==> config.mk <==
export PLATFORM = sky130hd
export DESIGN_NAME = m3i_queue
export DESIGN_NICKNAME = d
export VERILOG_FILES = /design/src/rtl/core/m3i_queue.sv
export SDC_FILE = /design/constraint.sdc
export NUM_CORES = 1
export LEC_CHECK = 0
export ABC_AREA = 1
export BUFFER_PORTS_ARGS = -buffer_cell sky130_fd_sc_hd__buf_2
export CAP_MARGIN = 20
export CORE_MARGIN = 2
export CORE_UTILIZATION = 53
export DETAILED_ROUTE_END_ITERATION = 10
export GPL_TIMING_DRIVEN = 0
export PLACE_DENSITY = 0.82
export SYNTH_ARGS = -nofsm -noshare
export SYNTH_HDL_FRONTEND = slang
export SYNTH_SLANG_ARGS = --single-unit
==> constraint.sdc <==
create_clock -name clk_i -period 3.3 [get_ports clk_i]
set_input_delay 0.66 -clock clk_i [delete_from_list [all_inputs] [get_ports clk_i]]
set_output_delay 0.66 -clock clk_i [all_outputs]
set_load 0.02 [all_outputs]
==> src/rtl/core/m3i_queue.sv <==
// ----------------------------------------------------------------------------
// m3i_queue: short show-ahead queue between front and back
// Register-based FIFO; the head entry is always on data_o while not empty.
// ----------------------------------------------------------------------------
`default_nettype none

module m3i_queue #(
  parameter int WIDTH = 8,
  parameter int DEPTH = 2
) (
  input  wire logic             clk_i,
  input  wire logic             rst_ni,
  input  wire logic             push_i,
  input  wire logic [WIDTH-1:0] data_i,
  output logic                  full_o,
  input  wire logic             pop_i,
  output logic [WIDTH-1:0]      data_o,
  output logic                  empty_o
);

  localparam int AW = (DEPTH > 1) ? $clog2(DEPTH) : 1;
  localparam int CNTW = $clog2(DEPTH + 1);

  logic [WIDTH-1:0] mem_q [DEPTH];
  logic [AW-1:0]    wr_ptr_q, rd_ptr_q;
  logic [CNTW-1:0]  cnt_q;
  logic             do_push, do_pop;

  assign full_o  = (cnt_q == CNTW'(DEPTH));
  assign empty_o = (cnt_q == '0);
  assign do_push = push_i && !full_o;
  assign do_pop  = pop_i && !empty_o;
  assign data_o  = mem_q[rd_ptr_q];

  // Pointers and fill count
  always_ff @(posedge clk_i or negedge rst_ni) begin
    if (!rst_ni) begin
      wr_ptr_q <= '0;
      rd_ptr_q <= '0;
      cnt_q    <= '0;
    end else begin
      if (do_push) begin
        wr_ptr_q <= (wr_ptr_q == AW'(DEPTH - 1)) ? '0 : wr_ptr_q + 1'b1;
      end
      if (do_pop) begin
        rd_ptr_q <= (rd_ptr_q == AW'(DEPTH - 1)) ? '0 : rd_ptr_q + 1'b1;
      end
      if (do_push && !do_pop) begin
        cnt_q <= cnt_q + 1'b1;
      end else if (do_pop && !do_push) begin
        cnt_q <= cnt_q - 1'b1;
      end
    end
  end

  // Storage
  always_ff @(posedge clk_i) begin
    if (do_push) begin
      mem_q[wr_ptr_q] <= data_i;
    end
  end

endmodule

`default_nettype wire

# Yosys cells after proc, flatten, opt, wreduce, memory -nomap -nowiden
# Memories as Yosys holds them, arrays and structs flattened.
# Index checks and enable logic that the tools add are counted.
# word_totals
word_cells	25
register_bits	4
latch_bits	0
rom_bits	0
input_bits	12
ram_bits	16
mem_count	1
# memory_table
name	words	word_bits	read_ports	rd_clocked_by_memory_dff	wr	line	text
mem_q	2	8	1	0	1	24	logic [WIDTH-1:0] mem_q [DEPTH];
# classes
n_lt_le_gt_ge	0
bitwise	0
muxes	6
multipliers	0
eq_ne	1
reduce_logical	10
div_mod_pow	0
shifts	0
n_addsub	4
# ops
cell	n
$logic_and A1 B1 Y1	4
$logic_not A1 Y1	4
$mux W1	4
$mux W2	2
$add A1 B1 Y1 const B	2
$add A2 B1 Y2 const B	1
$eq A2 B2 Y1 const B	1
$logic_not A2 Y1	1
$reduce_bool A2 Y1	1
$sub A2 B1 Y2 const B	1

# Depth between registers and ports, before layout
# depth
ltp_word	7
mapped_depth	9
ltp_nobuf	9

# Worst setup path after synthesis
# No wires, ideal clock.
# synth_path
path_kind	in2reg
start	input push_i
end	memory mem_q[1][0] (enable)
required_ns	2.929
t_arrival_ns	1.130
slack_ns	1.800
path_stages	2
path_cell_list	o21ai_0 -> nor2_1
# synth_between
elab_chain_cells	3
# synth_lines
element	line	text
from (decl)	13	input wire logic push_i,
$logic_and A1 B1 Y1	31	assign do_push = push_i && !full_o;
$mux W1	58	if (do_push) begin
$mux W1 (implied by the code)	59	mem_q[wr_ptr_q] <= data_i;
to (decl)	24	
# No other way between the ends.

# Worst setup path after layout
# layout_path
start	register rd_ptr_q
end	output data_o[1]
# layout_between
elab_chain_cells	1
# layout_lines
element	line	text
from (decl)	25	logic [AW-1:0] wr_ptr_q, rd_ptr_q;
from (signal assigned)	46	rd_ptr_q <= (rd_ptr_q == AW'(DEPTH - 1)) ? '0 : rd_ptr_q + 1'b1;
$mem_v2 Z2 W8	-	
to (decl)	17	output logic [WIDTH-1:0] data_o,
# No other way between the ends.

==> impl_table.tex <==
\begin{tabular}{lr}
\hline
Metric & Value \\
\hline
\multicolumn{2}{l}{\textbf{Global route}} \\
\quad Most used routing layer & met2 \\
\quad Met3 Usage GRT & 0.0638 \\
\quad Number of global-route vias before repair & 549 \\
\quad Met2 track demand over resource & 0.278 \\
\quad Number of antenna violations at the first check in global routing & 0 \\
\quad Met1 demand-to-capacity share in global routing & 0.214 \\
\quad First-pass GRT wire length & roughly 2300 um \\
\quad Pin count of the biggest net entering global routing & 13 \\
\quad Aggregate global routing overflow & 0 \\
\quad Tot GR Track Use & 0.177 \\
\multicolumn{2}{l}{\textbf{Clock network}} \\
\quad Number of setup buffers added after CTS & 0 \\
\quad H-tree Lvls & 1 \\
\quad CTS Root Cell & sky130\_fd\_sc\_hd\_\_clkbuf\_4 \\
\quad Clock network latency to the later pin of the worst-skew pair & 0.30 ns \\
\quad Post-cts resize count & 0 \\
\quad Num Clock Sinks & 20 \\
\quad Clock transition time at the flip-flop clock pins of the worst setup and hold paths & 0.11 ns \\
\quad Number of buffers inserted by hold repair at cts & 0 \\
\quad CTS tree & yes \\
\quad Number of buffers added by the clock tree synthesis step & 3 \\
\quad Maximum clock path buffer count & 2 \\
\multicolumn{2}{l}{\textbf{Logic synthesis}} \\
\quad Library cells used by synthesis & 14 \\
\quad Synth Instances & 73 \\
\quad Syn nets & 86 \\
\quad Sequential fraction of the synthesis area & 0.717 \\
\quad Number of warning messages in the yosys log & 0 \\
\quad Flops \& latches, synth & 20 \\
\quad Synthesized area & 810 um2 \\
\quad Avg Cell Area, Syn & 11.1 um2 \\
\multicolumn{2}{l}{\textbf{Worst setup path}} \\
\quad Largest incremental delay on the critical path & 0.37 ns \\
\quad Category of cells accounting for the largest share of critical-path delay & buffers and inverters \\
\quad Data arrival, critical path & 1.31 ns \\
\quad Slowest cell on crit path & sky130\_fd\_sc\_hd\_\_dfrtp\_1 \\
\quad Critical-path maximum fanout & 10 \\
\quad Setup CP Type & reg2out \\
\quad Worst R2R Start & cnt\_q[1]\$\_DFFE\_PN0P\_ \\
\quad Endpoint class of the critical path & output pin \\
\quad Required time of the worst setup path & 2.64 ns \\
\quad Buf+Inv Stages, Crit Path & 3 \\
\quad Worst setup startpoint & rd\_ptr\_q\$\_DFFE\_PN0P\_ \\
\quad Sort of element at the start of the critical path & flop \\
\quad Critical path cell sequence & buf\_2, inv\_2, nand2\_1, nand2\_1, buf\_2 \\
\multicolumn{2}{l}{\textbf{Layout}} \\
\quad Most common cell after layout, fill and taps aside & sky130\_fd\_sc\_hd\_\_nand2\_1 \\
\quad Number of nets in the layout & 112 \\
\quad Top library cells by usage in the layout, fill and taps aside & sky130\_fd\_sc\_hd\_\_nand2\_1, sky130\_fd\_sc\_hd\_\_buf\_2, sky130\_fd\_sc\_hd\_\_edfxtp\_1 \\
\quad Fill count & 121 \\
\quad Layout area overhead & 21.9\% \\
\quad Antenna diode count & 0 \\
\quad Share of post-route cells with drive strength above 1 & 0.296 \\
\multicolumn{2}{l}{\textbf{Place}} \\
\quad Post-DP HPWL & roughly 990 um \\
\quad Routability congestion estimate from global placement & approximately 0.84 \\
\quad Count of buffers from port buffering & 21 \\
\multicolumn{2}{l}{\textbf{Detailed routing}} \\
\quad Per-cell routed wire length & 12.4 um \\
\quad DRT iter0 DRCs & 5 \\
\quad Count of vias placed by the detailed router & $\sim$570 \\
\quad Detail Route Antenna Nets & 0 \\
\quad Total DRC errors in the routed layout & 0 \\
\quad Count of TritonRoute iterations in the first routing pass & 4 \\
\quad Vias per cell & approximately 5 \\
\quad Post-detailed-routing wire length & 1420 um \\
\multicolumn{2}{l}{\textbf{STA}} \\
\quad Unrepaired setup endpoints after global routing & no \\
\quad Worst Max-Slew Pin Slew & about 0.7 ns \\
\quad Fin. Hold Viols & 0 \\
\quad Post-Route Setup TNS & 0 ns \\
\quad Setup violations, final & 0 \\
\quad Maximum clock frequency & 0.508 GHz \\
\quad Final clock period utilization by the worst path & 0.596 \\
\quad Min Tclk post-route & 1.97 ns \\
\quad Slew Limit Fails & 0 \\
\quad Max\_slew headroom & 0.530 \\
\quad Worst-case clock skew & 0.00189 ns \\
\multicolumn{2}{l}{\textbf{Pwr}} \\
\quad Switching power share of the total & 0.380 \\
\quad Sw power & 361 uW \\
\quad Power share of the combinational group & 0.387 \\
\quad Clk pwr share & 0.207 \\
\quad Sequential group share of total power & 0.405 \\
\quad Internal power summed over all cells & 591 uW \\
\quad Pleak & between 0.0004 and 0.0005 uW \\
\quad Total power consumption of the routed design & around 950 uW \\
\quad Worst voltage drop across the vdd grid & roughly 0.56 mV \\
\quad Total power divided by cell area & roughly 960 nW/um2 \\
\multicolumn{2}{l}{\textbf{Floorplanning}} \\
\quad Initial Utilization & 0.550 \\
\quad Width of the die & 43.1 um \\
\quad Core Box Area & 1470 um2 \\
\quad Die area & 1860 um2 \\
\quad Die Height & about 43 um \\
\quad Row cnt & 14 \\
\quad Number of top-level pins & 22 \\
\multicolumn{2}{l}{\textbf{Status}} \\
\quad Outcome & complete, no violations \\
\multicolumn{2}{l}{\textbf{Hold path}} \\
\quad Tightest Hold Check Type & in2async \\
\multicolumn{2}{l}{\textbf{Flow run}} \\
\quad Number of maximum-capacitance violations & 0 \\
\hline
\end{tabular}
cells in the mapped netlist:
library cell	count	area, um2
sky130_fd_sc_hd__nand3_1	1	5.00
sky130_fd_sc_hd__nor2_2	2	12.5
sky130_fd_sc_hd__nand4_1	1	6.26
sky130_fd_sc_hd__nand3b_1	1	7.51
sky130_fd_sc_hd__edfxtp_1	16	480
sky130_fd_sc_hd__xnor2_1	1	8.76
sky130_fd_sc_hd__inv_1	7	26.3
sky130_fd_sc_hd__ha_1	1	12.5
sky130_fd_sc_hd__inv_2	1	3.75
sky130_fd_sc_hd__o21ai_0	2	10.0
sky130_fd_sc_hd__buf_2	1	5.00
sky130_fd_sc_hd__dfrtp_1	4	100
sky130_fd_sc_hd__nand2_1	33	124
sky130_fd_sc_hd__nor2_1	2	7.51
power by group through the flow:
stage	Combinational, uW	Sequential (uW)	Clock [uW]
5_1_grt	413	392	212
3_5_place_dp	373	390	0
2_1_floorplan	262	380	0
3_3_place_gp	356	384	0
6_report	369	386	198
4_1_cts	376	385	200
state kept, by name, indices dropped and copies added (netlist names):
register / count
mem_q: 16
cnt_q: 2
rd_ptr_q: 1
wr_ptr_q: 1
worst reg2reg max path: cells and delay by family (launching register included):
| kind | cells | cell delay, ns |
|---|---|---|
| flip-flops | 1 | 0.44 |
| AO/OA/AOI/OAI | 1 | 0.12 |
| AND/OR/NAND/NOR | 1 | 0.56 |
| buffers and inverters | 1 | 0.13 |
routing by layer:
layer / wire, um / up-vias
li1: - / 287
met1: 586 / 254
met2: 722 / 20
met3: 86 / 4
met4: 20 / 0
met5: 0 / -
layout make-up:
type | count | area, um2 | share of cell area
well taps | 16 | 20.0 | 0.0203
repair buffers | 21 | 105 | 0.106
multi-input cells | 44 | 194 | 0.196
plain buffers | 1 | 5.00 | 0.00507
flip-flops and latches | 20 | 581 | 0.588
inverters | 8 | 30.0 | 0.0304
clock buffers | 3 | 22.5 | 0.0228
clock inverters | 1 | 30.0 | 0.0304
final timing paths:
kind | endpoint | depth (start not counted) | slack, ns
setup / recovery | data_o[1] | 5 | 1.33
hold / removal | cnt_q[0]$_DFFE_PN0P_ | 1 | 0.14
setup reg to reg | mem_q[1][4]$_DFFE_PP_ | 3 | 1.70
hold reg to reg | wr_ptr_q$_DFFE_PN0N_ | 2 | 0.51
max in group asynchronous | wr_ptr_q$_DFFE_PN0N_ | 1 | 3.03
min in group clk_i | wr_ptr_q$_DFFE_PN0N_ | 2 | 0.51
metrics by stage:
step	instances	util	hold WS (ns)	cell area, um2	setup WS, ns
3_3_place_gp	110	0.635	0.463	935	1.53
4_1_cts	114	0.671	0.141	987	1.32
5_1_grt	114	0.671	0.121	987	1.23
6_report	114	0.671	0.143	987	1.33
3_5_place_dp	110	0.635	0.476	935	1.49
2_1_floorplan	73	-	0.364	810	1.80
cell families (layout without fill, tap and decap cells):
logic type,Yosys count,count (layout),synth area share
simple gates,40,40,0.201
fa+ha+maj,1,1,0.0155
flops,20,20,0.717
buf+inv,9,34,0.0433
compound gates,2,2,0.0124
xor+xnor,1,1,0.0108
(Power assumes the default switching activity.)
